--- src/rtl/jfhp_pkg.sv ---
// ----------------------------------------------------------------------------
// jfhp_pkg
// Shared constants and types for the frame header parser: field positions,
// normalization masks and the packed result word.
// ----------------------------------------------------------------------------
package jfhp_pkg;

  // number of components whose sampling factors are stored
  localparam int KEPT_COMPONENTS = 4;
  localparam int KEPT_IDX_W      = (KEPT_COMPONENTS > 1) ? $clog2(KEPT_COMPONENTS) : 1;

  // byte positions of the fixed part of the header
  localparam logic [2:0] POS_LEN_HI    = 3'd0;
  localparam logic [2:0] POS_LEN_LO    = 3'd1;
  localparam logic [2:0] POS_PRECISION = 3'd2;
  localparam logic [2:0] POS_HEIGHT_HI = 3'd3;
  localparam logic [2:0] POS_HEIGHT_LO = 3'd4;
  localparam logic [2:0] POS_WIDTH_HI  = 3'd5;
  localparam logic [2:0] POS_WIDTH_LO  = 3'd6;
  localparam logic [2:0] POS_COUNT     = 3'd7;

  // byte slots inside one component record
  localparam logic [1:0] CB_IDENT  = 2'd0;
  localparam logic [1:0] CB_FACTOR = 2'd1;
  localparam logic [1:0] CB_TABLE  = 2'd2;

  // format code normalization
  localparam logic [31:0] H_ODD_MASK  = 32'hD0D0_D0D0;
  localparam logic [31:0] H_NIB_MASK  = 32'hF0F0_F0F0;
  localparam logic [31:0] V_ODD_MASK  = 32'h0D0D_0D0D;
  localparam logic [31:0] V_NIB_MASK  = 32'h0F0F_0F0F;
  localparam logic [31:0] CODE_444    = 32'h1111_1100;
  localparam logic [3:0]  NIBBLE_MASK = 4'b1111;

  // one result word
  typedef struct packed {
    logic        accepted;
    logic [31:0] format_code;
    logic [3:0]  max_vertical_factor;
    logic [3:0]  max_horizontal_factor;
    logic [7:0]  component_count;
    logic [15:0] image_width;
    logic [15:0] image_height;
    logic [7:0]  sample_precision;
    logic [15:0] segment_length;
  } result_t;

endpackage

--- src/rtl/jpeg_frame_header_parser_unit.sv ---
// ----------------------------------------------------------------------------
// jpeg_frame_header_parser_unit
// Parses the bytes of a baseline frame header and emits one summary word.
// ----------------------------------------------------------------------------
// One header byte is taken per cycle while s_axis_tready is high, with
// first_byte on tuser marking the high length byte of a new header; it
// drops any header in progress. The result word for the last component byte
// (or the count byte when the count is zero) is registered into the result
// register, or into the skid register while an earlier result waits. The
// rate is set by the byte-wide parse register update; a two-entry output
// (result register plus skid register) keeps the input open while a result
// waits, so the slave side stalls only when both entries are full. Bytes that
// arrive after a header is complete are dropped until the next first_byte.
module jpeg_frame_header_parser_unit (
  input  logic          clk,
  input  logic          rst,
  input  logic          s_axis_tvalid,
  output logic          s_axis_tready,
  input  logic [7:0]    s_axis_tdata,   // data_byte[7:0]
  input  logic          s_axis_tuser,   // first_byte[0]
  output logic          m_axis_tvalid,
  input  logic          m_axis_tready,
  output logic [103:0]  m_axis_tdata,   // segment_length[15:0], sample_precision[23:16],
                                        // image_height[39:24], image_width[55:40],
                                        // component_count[63:56],
                                        // max_horizontal_factor[67:64],
                                        // max_vertical_factor[71:68],
                                        // format_code[103:72]
  output logic          m_axis_tuser    // accepted[0]
);
  import jfhp_pkg::*;

  // parse state
  logic [2:0]  byte_position;
  logic        parse_active;
  logic        in_components;
  logic [15:0] length_reg;
  logic [7:0]  precision_reg;
  logic [15:0] height_reg;
  logic [15:0] width_reg;
  logic [7:0]  count_reg;
  logic [7:0]  component_index;
  logic [1:0]  component_byte;
  logic [7:0]  factor_store [KEPT_COMPONENTS];
  logic [3:0]  max_h_reg;
  logic [3:0]  max_v_reg;

  // output stage
  result_t     out_word;
  result_t     skid_word;
  logic        out_valid;
  logic        skid_valid;

  logic        accept;
  logic        pop;
  logic        emit;
  logic        last_component;
  logic [3:0]  byte_h;
  logic [3:0]  byte_v;
  logic [31:0] raw_code;
  logic [31:0] h_code;
  logic [31:0] v_code;
  result_t     result_next;

  assign s_axis_tready = !skid_valid;
  assign accept        = s_axis_tvalid && s_axis_tready;
  assign pop           = out_valid && m_axis_tready;

  assign byte_h = s_axis_tdata[7:4];
  assign byte_v = s_axis_tdata[3:0];

  // end of header detection
  always_comb begin
    last_component = ({1'b0, component_index} + 9'd1) >= {1'b0, count_reg};
    emit = 1'b0;
    if (!s_axis_tuser && parse_active) begin
      if (!in_components) begin
        emit = (byte_position == POS_COUNT) && (s_axis_tdata == 8'd0);
      end else begin
        emit = (component_byte >= CB_TABLE) && last_component;
      end
    end
  end

  // factor code and halving normalization
  always_comb begin
    raw_code = {factor_store[0], factor_store[1], factor_store[2], factor_store[3]};
    if ((raw_code & H_ODD_MASK) == 32'd0) begin
      h_code = raw_code - ((raw_code & H_NIB_MASK) >> 1);
    end else begin
      h_code = raw_code;
    end
    if ((h_code & V_ODD_MASK) == 32'd0) begin
      v_code = h_code - ((h_code & V_NIB_MASK) >> 1);
    end else begin
      v_code = h_code;
    end
  end

  // result word for the byte that ends the header
  always_comb begin
    result_next.segment_length        = length_reg;
    result_next.sample_precision      = precision_reg;
    result_next.image_height          = height_reg;
    result_next.image_width           = width_reg;
    result_next.component_count       = in_components ? count_reg : s_axis_tdata;
    result_next.max_horizontal_factor = max_h_reg & NIBBLE_MASK;
    result_next.max_vertical_factor   = max_v_reg & NIBBLE_MASK;
    result_next.format_code           = v_code;
    result_next.accepted              = (v_code == CODE_444);
  end

  // header byte parsing
  always_ff @(posedge clk) begin
    if (rst) begin
      byte_position   <= POS_LEN_HI;
      parse_active    <= 1'b0;
      in_components   <= 1'b0;
      component_index <= 8'd0;
      component_byte  <= CB_IDENT;
    end else if (accept) begin
      if (s_axis_tuser) begin
        parse_active    <= 1'b1;
        in_components   <= 1'b0;
        byte_position   <= POS_LEN_LO;
        length_reg      <= {s_axis_tdata, 8'd0};
        precision_reg   <= 8'd0;
        height_reg      <= 16'd0;
        width_reg       <= 16'd0;
        count_reg       <= 8'd0;
        component_index <= 8'd0;
        component_byte  <= CB_IDENT;
        max_h_reg       <= 4'd1;
        max_v_reg       <= 4'd1;
        for (int k = 0; k < KEPT_COMPONENTS; k++) begin
          factor_store[k] <= 8'd0;
        end
      end else if (parse_active) begin
        if (!in_components) begin
          case (byte_position)
            POS_LEN_HI:    length_reg <= {s_axis_tdata, 8'd0};
            POS_LEN_LO:    length_reg <= {length_reg[15:8], s_axis_tdata};
            POS_PRECISION: precision_reg <= s_axis_tdata;
            POS_HEIGHT_HI: height_reg <= {s_axis_tdata, 8'd0};
            POS_HEIGHT_LO: height_reg <= {height_reg[15:8], s_axis_tdata};
            POS_WIDTH_HI:  width_reg <= {s_axis_tdata, 8'd0};
            POS_WIDTH_LO:  width_reg <= {width_reg[15:8], s_axis_tdata};
            default: begin
              count_reg       <= s_axis_tdata;
              in_components   <= 1'b1;
              component_index <= 8'd0;
              component_byte  <= CB_IDENT;
            end
          endcase
          if (byte_position != POS_COUNT) begin
            byte_position <= byte_position + 3'd1;
          end
          if (emit) begin
            parse_active <= 1'b0;
          end
        end else begin
          // component record: identifier, factors, table selector
          if (component_byte == CB_FACTOR) begin
            if (component_index < 8'(KEPT_COMPONENTS)) begin
              factor_store[component_index[KEPT_IDX_W-1:0]] <= s_axis_tdata;
            end
            if (byte_h > max_h_reg) begin
              max_h_reg <= byte_h;
            end
            if (byte_v > max_v_reg) begin
              max_v_reg <= byte_v;
            end
          end
          if (component_byte >= CB_TABLE) begin
            component_byte <= CB_IDENT;
            if (last_component) begin
              parse_active <= 1'b0;
            end else begin
              component_index <= component_index + 8'd1;
            end
          end else begin
            component_byte <= component_byte + 2'd1;
          end
        end
      end
    end
  end

  // result register with skid entry
  always_ff @(posedge clk) begin
    if (rst) begin
      out_valid  <= 1'b0;
      skid_valid <= 1'b0;
    end else if (skid_valid) begin
      if (pop) begin
        out_word   <= skid_word;
        skid_valid <= 1'b0;
      end
    end else if (accept && emit) begin
      if (!out_valid || pop) begin
        out_word  <= result_next;
        out_valid <= 1'b1;
      end else begin
        skid_word  <= result_next;
        skid_valid <= 1'b1;
      end
    end else if (pop) begin
      out_valid <= 1'b0;
    end
  end

  assign m_axis_tvalid = out_valid;
  assign m_axis_tuser  = out_word.accepted;
  assign m_axis_tdata  = {out_word.format_code,
                          out_word.max_vertical_factor,
                          out_word.max_horizontal_factor,
                          out_word.component_count,
                          out_word.image_width,
                          out_word.image_height,
                          out_word.sample_precision,
                          out_word.segment_length};

endmodule
--- config.mk ---
export PLATFORM = sky130hd
export DESIGN_NAME = jpeg_frame_header_parser_unit
export DESIGN_NICKNAME = d
export VERILOG_FILES = /design/src/rtl/jfhp_pkg.sv /design/src/rtl/jpeg_frame_header_parser_unit.sv
export SDC_FILE = /design/constraint.sdc
export NUM_CORES = 1
export LEC_CHECK = 0
export BUFFER_PORTS_ARGS = -buffer_cell sky130_fd_sc_hd__clkbuf_2
export CAP_MARGIN = 10
export CORE_UTILIZATION = 30
export CTS_CLUSTER_DIAMETER = 80
export CTS_CLUSTER_SIZE = 16
export DETAILED_ROUTE_END_ITERATION = 7
export SETUP_SLACK_MARGIN = 0.02
export SLEW_MARGIN = 10
export SYNTH_ARGS = -nofsm -noshare
export SYNTH_HDL_FRONTEND = slang
export SYNTH_SLANG_ARGS = --single-unit
--- constraint.sdc ---
create_clock -name clk -period 17.6 [get_ports clk]
set_clock_uncertainty 0.2 [all_clocks]
set_input_delay 3.52 -clock clk [delete_from_list [all_inputs] [get_ports clk]]
set_output_delay 3.52 -clock clk [all_outputs]
set_load 0.03 [all_outputs]
==> results of run 1 <==
[cells by family (layout without fill, tap and decap cells)]
| kind of cell | after synthesis | after routing |
|---|---|---|
| muxes | 106 | 106 |
| AOI/OAI and AO/OA | 213 | 213 |
| other | 0 | 1 |
| buffers and inverters | 122 | 253 |
| DFF | 331 | 331 |
| xor gates and xnor gates | 56 | 56 |
| adders and majority gates | 65 | 65 |
| and+or+nand+nor | 409 | 409 |
[worst reg2reg max path: cells and delay by family (launching register included)]
kind / cells / cell delay [ps]
fa+ha+maj: 2 / 590
xor+xnor: 2 / 590
simple gates: 8 / 2690
buf+inv: 1 / 150
compound gates: 7 / 2390
flops: 1 / 510
[cells in the final DEF, fill, tap and decap left out, types with 7 or more instances in the layout]
master / synthesis / layout
xnor2_1: 38 / 38
nor3_1: 31 / 31
clkbuf_16: 0 / 27
o2111ai_1: 7 / 7
and3_1: 9 / 9
nand2b_1: 24 / 24
ha_1: 63 / 63
a21oi_1: 57 / 57
nand2_1: 73 / 73
nor2_1: 110 / 110
dfxtp_1: 17 / 16
xor2_1: 18 / 18
nand4_1: 10 / 10
edfxtp_1: 314 / 314
and2_1: 41 / 41
inv_1: 75 / 75
clkbuf_2: 0 / 119
buf_4: 0 / 9
a21o_1: 10 / 10
nor4_1: 12 / 12
nor2b_1: 18 / 18
nand3_1: 20 / 20
o21a_1: 12 / 12
a211oi_1: 10 / 10
a31oi_1: 9 / 9
or3_1: 12 / 12
nand3b_1: 8 / 8
mux2_2: 101 / 101
clkbuf_1: 40 / 16
o21ai_0: 44 / 44
[report_power, final]
group          internal (uW)  switching (uW)  leakage [uW]
sequential               862            5.93       0.00302
clock                    294             284      0.000383
combinational           24.0            44.8       0.00325
[per-layer routing]
metal  track usage  vias up
met1         0.198     5187
met2         0.234      224
met3        0.0212       43
met5             0        -
met4        0.0368        0
li1              -     5070
[final timing paths]
kind	from	to	slack, ps	depth (start not counted)
max reg2reg	factor_store[2][7]	m_axis_tuser	10320	20
min	height_reg[4]	skid_word[28]	250	0
max	factor_store[2][7]	m_axis_tuser	10320	20
min reg2reg	height_reg[4]	skid_word[28]	250	0
[layout make-up]
type	count	area, um^2
clock inverter	4	52.6
antenna	1	2.50
fill	5266	35300
timing repair buffer	128	663
clock buffer	44	749
tap	696	871
inverter	77	289
sequential	331	9770
multi-input combinational	849	6130
[metrics by stage]
stage / setup WS (ps) / cell area, um^2 / std cells / util
2_1_floorplan: 4540 / 16400 / 1302 / -
4_1_cts: 10380 / 18500 / 2129 / 0.344
3_5_place_dp: 10410 / 17700 / 2081 / 0.329
6_report: 10320 / 18500 / 2130 / 0.344
3_3_place_gp: 10640 / 17700 / 2081 / 0.329
5_1_grt: 9830 / 18500 / 2129 / 0.344
==> results.json, run 1 <==
{
  "outcome": "finished clean",
  "max_freq_mhz": 137,
  "drv_cap": 0,
  "worstPathMaxFanout": 32,
  "yosys.area_share.adder": 0.0506,
  "first_global_vias": 10400,
  "clockBufferDepth": 3,
  "drc_errors": 0,
  "p_per_area_nw_per_um2": 81.8,
  "die_x_um": 236,
  "cp_data_arrival_time_ps": 7480,
  "timing.hold.ws_ps": 247,
  "path_buf_inv": 1,
  "clk_latency_ps": 580,
  "clk_pin_slew_ps": 70,
  "synthFlopType": "edfxtp_1",
  "root_buffer": "clkbuf_16",
  "syn_area_um2": 16400,
  "synth_top_cell_area_share": 0.576,
  "met2_length_mm": 18.9,
  "htreeDepth": 1,
  "start_util": 0.304,
  "place.gp.congestion": 0.851,
  "max_stage_delay_ps": 660,
  "top_layer_used": "met4",
  "drt_wl_total_mm": 40.3,
  "synth_top_cell_by_area": "edfxtp_1",
  "boundaryPins": 120,
  "drive_above_1_share": 0.202,
  "regMostFlops": "skid_word",
  "synth_common_cells": "edfxtp_1, nor2_1, mux2_2, inv_1, nand2_1",
  "cts_hold_buf": 0,
  "grt.total_usage": 0.143,
  "die_height_um": 236,
  "max-vdd-ir-drop_v": 0.0000631,
  "port_buffers": 119,
  "slowest_stage": "or4_4",
  "cp-start-kind": "flip-flop",
  "grt_pass1_wl_mm": 62.1,
  "final_nets": 1491,
  "drt-vias-per-instance": 4.94,
  "vias": 10500,
  "row_count": 85,
  "synth_most_common_cell": "edfxtp_1",
  "synth.avg_cell_area_um2": 12.6,
  "finalMaxSlewViolations": 0,
  "synthArstFlopShare": 0,
  "min_period_ps": 7280,
  "final_hold_viol_count": 0,
  "drtIter0Drc": 885,
  "setup-tns-final_ps": 0,
  "synth_edf_count": 314,
  "ys_ff_latch": 331,
  "p_total_uw": 1520,
  "synthTopCellsByArea": "edfxtp_1, mux2_2, ha_1, nor2_1, dfxtp_1",
  "synth-compound-area-share": 0.0874,
  "post-route-period-util": 0.414,
  "clock_sinks": 331,
  "grt-ovfl-total": 0,
  "coreArea_um2": 53800,
  "crit_family": "simple AND/OR/NAND/NOR gates",
  "end_kind": "flip-flop",
  "yosysUniqueCellTypes": 84,
  "ant_nets": 0,
  "cts_made_buffers": 26,
  "p_leak_uw": 0.00665,
  "post-cts-setup-buffer-count": 0,
  "path_class": "reg2reg",
  "rsz0062_at_grt": "no",
  "synthMuxAreaShare": 0.0726,
  "cp_cell_sequence": "inv_1 > ha_1 > or4b_1 > or4_4 > nor2_1 > nand2_1 > xor2_1 > ha_1 > a211oi_1 > nor2b_1 > a221o_1 > a21oi_1 > o2111ai_1 > a31oi_1 > o2111ai_1 > xnor2_1 > or4_1 > nor4b_2 > nand4b_1 > o41ai_2",
  "maxSlewHeadroom": 0.268,
  "drt-met1-wl_mm": 18.8,
  "postSynthNetCount": 1380,
  "synthCells": 1302,
  "first_pass_iters": 5,
  "area_growth_pct": 13.3,
  "tightest_slew_ps": 1100,
  "cts_tree": "built",
  "grt_max_degree": 85,
  "synth-simple-area-share": 0.133,
  "cts_resized": 0,
  "synth_top_family_by_area": "simple AND/OR/NAND/NOR gates",
  "post_drt_wl_per_cell_um": 18.9,
  "worstPathRequired_ps": 17800,
  "synth_xor_area_frac": 0.0300,
  "antenna_found_initial": 0,
  "ys_seq_area_frac": 0.597,
  "die_area_um2": 55500,
  "hp-class": "reg2reg",
  "dpl.hpwl_mm": 29.3,
  "wl_met3_mm": 1.76,
  "setup_viol": 0,
  "ys.warnings.count": 0,
  "largest_register_ffs": 105
}
Power figures use the tool's default switching activity.
==> run 2, diff against run 1 <==
clock period = 6.17 ns   (was 17.6 ns; I/O delays follow)
==> run 2 against run 1 <==
Global-route usage is essentially flat. Cell area is 2.7% higher. Core utilization rose by 0.93 points. Non-clock buffer count grew 42. Flip-flop and latch count did not move. Sequential power grew to 2.8 times the previous value. Worst hold slack better by 5.7 ps. Critical endpoint unchanged. Register-to-register slack got worse by 10000 ps.
==> results.json, run 2 (synthesis results as in run 1) <==
{
  "slowest_stage": "or4_4",
  "grt_max_degree": 75,
  "row_count": 85,
  "cp_data_arrival_time_ps": 6110,
  "fill_cells": 5214,
  "grt-ovfl-total": 0,
  "boundaryPins": 120,
  "drtIter0Drc": 924,
  "min_period_ps": 5910,
  "dp_cells": 2121,
  "ant_nets": 0,
  "regMostFlops": "skid_word",
  "cp_cell_sequence": "inv_1 > ha_1 > or4b_4 > nor4_4 > mux2_4 > ha_4 > nor2b_1 > a2111oi_2 > or4b_1 > o21a_1 > a21oi_2 > o2111ai_4 > a31oi_4 > o2111ai_1 > xnor2_1 > or4_4 > nor4b_4 > nand4b_1 > o41ai_2",
  "path_class": "reg2reg",
  "timing.rr.start": "factor_store[0][6]",
  "outcome": "finished clean",
  "drc_errors": 0,
  "antenna_found_initial": 0,
  "setup_viol": 0,
  "cts_made_buffers": 27,
  "tightest_slew_ps": 1020,
  "post_drt_wl_per_cell_um": 18.6,
  "cp-startpoint": "factor_store[0][6]",
  "first_pass_iters": 6,
  "grt.total_usage": 0.143,
  "drt_wl_total_mm": 40.4,
  "first_global_vias": 10700,
  "finalMaxSlewViolations": 0,
  "end_kind": "flip-flop",
  "clk_latency_ps": 580,
  "max-vdd-ir-drop_v": 0.000175,
  "largest_register_ffs": 105,
  "clock_sinks": 331,
  "start_util": 0.304,
  "port_buffers": 119,
  "max_freq_mhz": 169,
  "hp-class": "reg2reg",
  "fin_cells": 2173,
  "maxSlewHeadroom": 0.320,
  "drive_above_1_share": 0.237,
  "antenna_cells": 0,
  "final_common_cell": "edfxtp_1",
  "worstPathMaxFanout": 4,
  "dpl.hpwl_mm": 29.4,
  "p_per_area_nw_per_um2": 228,
  "clk_pin_slew_ps": 80,
  "drt-vias-per-instance": 4.97,
  "grt_pass1_wl_mm": 62.4,
  "clockBufferDepth": 3,
  "cp-start-kind": "flip-flop",
  "htreeDepth": 1,
  "die_x_um": 236,
  "drv_cap": 0,
  "p_leak_uw": 0.00691,
  "min-delay-start": "width_reg[13]",
  "worstPathRequired_ps": 6370,
  "vias": 10800,
  "final_hold_viol_count": 0,
  "place.gp.congestion": 0.872,
  "max_stage_delay_ps": 560,
  "post-route-period-util": 0.958,
  "final_nets": 1534,
  "layout.cells.most_common_list": "edfxtp_1, clkbuf_2, nor2_1, mux2_2, inv_1",
  "utilization": 0.354,
  "coreArea_um2": 53800,
  "p_total_uw": 4340,
  "area_growth_pct": 16.3,
  "die_area_um2": 55500,
  "cts_hold_buf": 0,
  "cts_tree": "built",
  "die_height_um": 236,
  "root_buffer": "clkbuf_16",
  "rsz0062_at_grt": "no"
}
run 2: cell count changes in the layout (fill, tap and decap cells not counted), sizes merged:
| cell | change |
|---|---|
| diode | -1 |
| inv | +1 |
| buf | +42 |
| clkinvlp | +1 |
run 2: cell type report:
class | instances | area, um^2 | area share
clock inverter | 6 | 85.1 | 0.00447
timing repair buffer | 170 | 1000 | 0.0527
multi-input combinational | 849 | 6270 | 0.330
inverter | 77 | 289 | 0.0152
tap | 696 | 871 | 0.0458
sequential | 331 | 9770 | 0.513
clock buffer | 44 | 739 | 0.0389
run 2: through the flow:
stage	instance area [um^2]	hold WS, ps	TNS, ps	worst slack [ps]
2_1_floorplan	16400	222	0	32.7
3_3_place_gp	18100	231	0	71.1
3_5_place_dp	18100	235	-138	-119
4_1_cts	18900	252	0	30.9
5_1_grt	19000	262	0	5.53
6_report	19000	253	0	260
run 2: routing by layer:
layer,up-vias,routed length [um],global-route usage,part of all wire
met5,-,0,0,0
met2,225,20000,0.245,0.50
li1,5155,-,-,-
met3,43,1650,0.0227,0.041
met1,5378,17900,0.187,0.44
met4,0,748,0.0370,0.019
run 2: final timing paths:
| path | to | slack [ps] | cells past startpoint |
|---|---|---|---|
| setup / recovery | m_axis_tuser | 260 | 19 |
| hold reg to reg | skid_word[53] | 250 | 0 |
| setup reg to reg | m_axis_tuser | 260 | 19 |
| hold / removal | skid_word[53] | 250 | 0 |
run 2: power breakdown:
| part | total (uW) | switching [uW] | internal (uW) | leakage (uW) |
|---|---|---|---|---|
| registers | 2470 | 15.8 | 2460 | 0.00302 |
| logic | 211 | 134 | 78.0 | 0.00350 |
| clock network | 1660 | 814 | 843 | 0.000388 |
| total | 4340 | 963 | 3380 | 0.00691 |
run 2: timing repair:
action / in CTS / in global routing
buffers inserted: 0 / 2
gates resized for setup: 3 / 16
pin swaps: 0 / 5
endpoints found under the setup margin: 2 / 3
run 2: worst max-delay path, delay by kind of cell (launching register included):
| family | cells | cell delay (ps) |
|---|---|---|
| XOR/XNOR | 1 | 220 |
| buffers and inverters | 1 | 110 |
| AO/OA/AOI/OAI | 7 | 1640 |
| flip-flops | 1 | 410 |
| multiplexers | 1 | 350 |
| adder cells (fa/ha/maj) | 2 | 440 |
| AND/OR/NAND/NOR | 7 | 2350 |
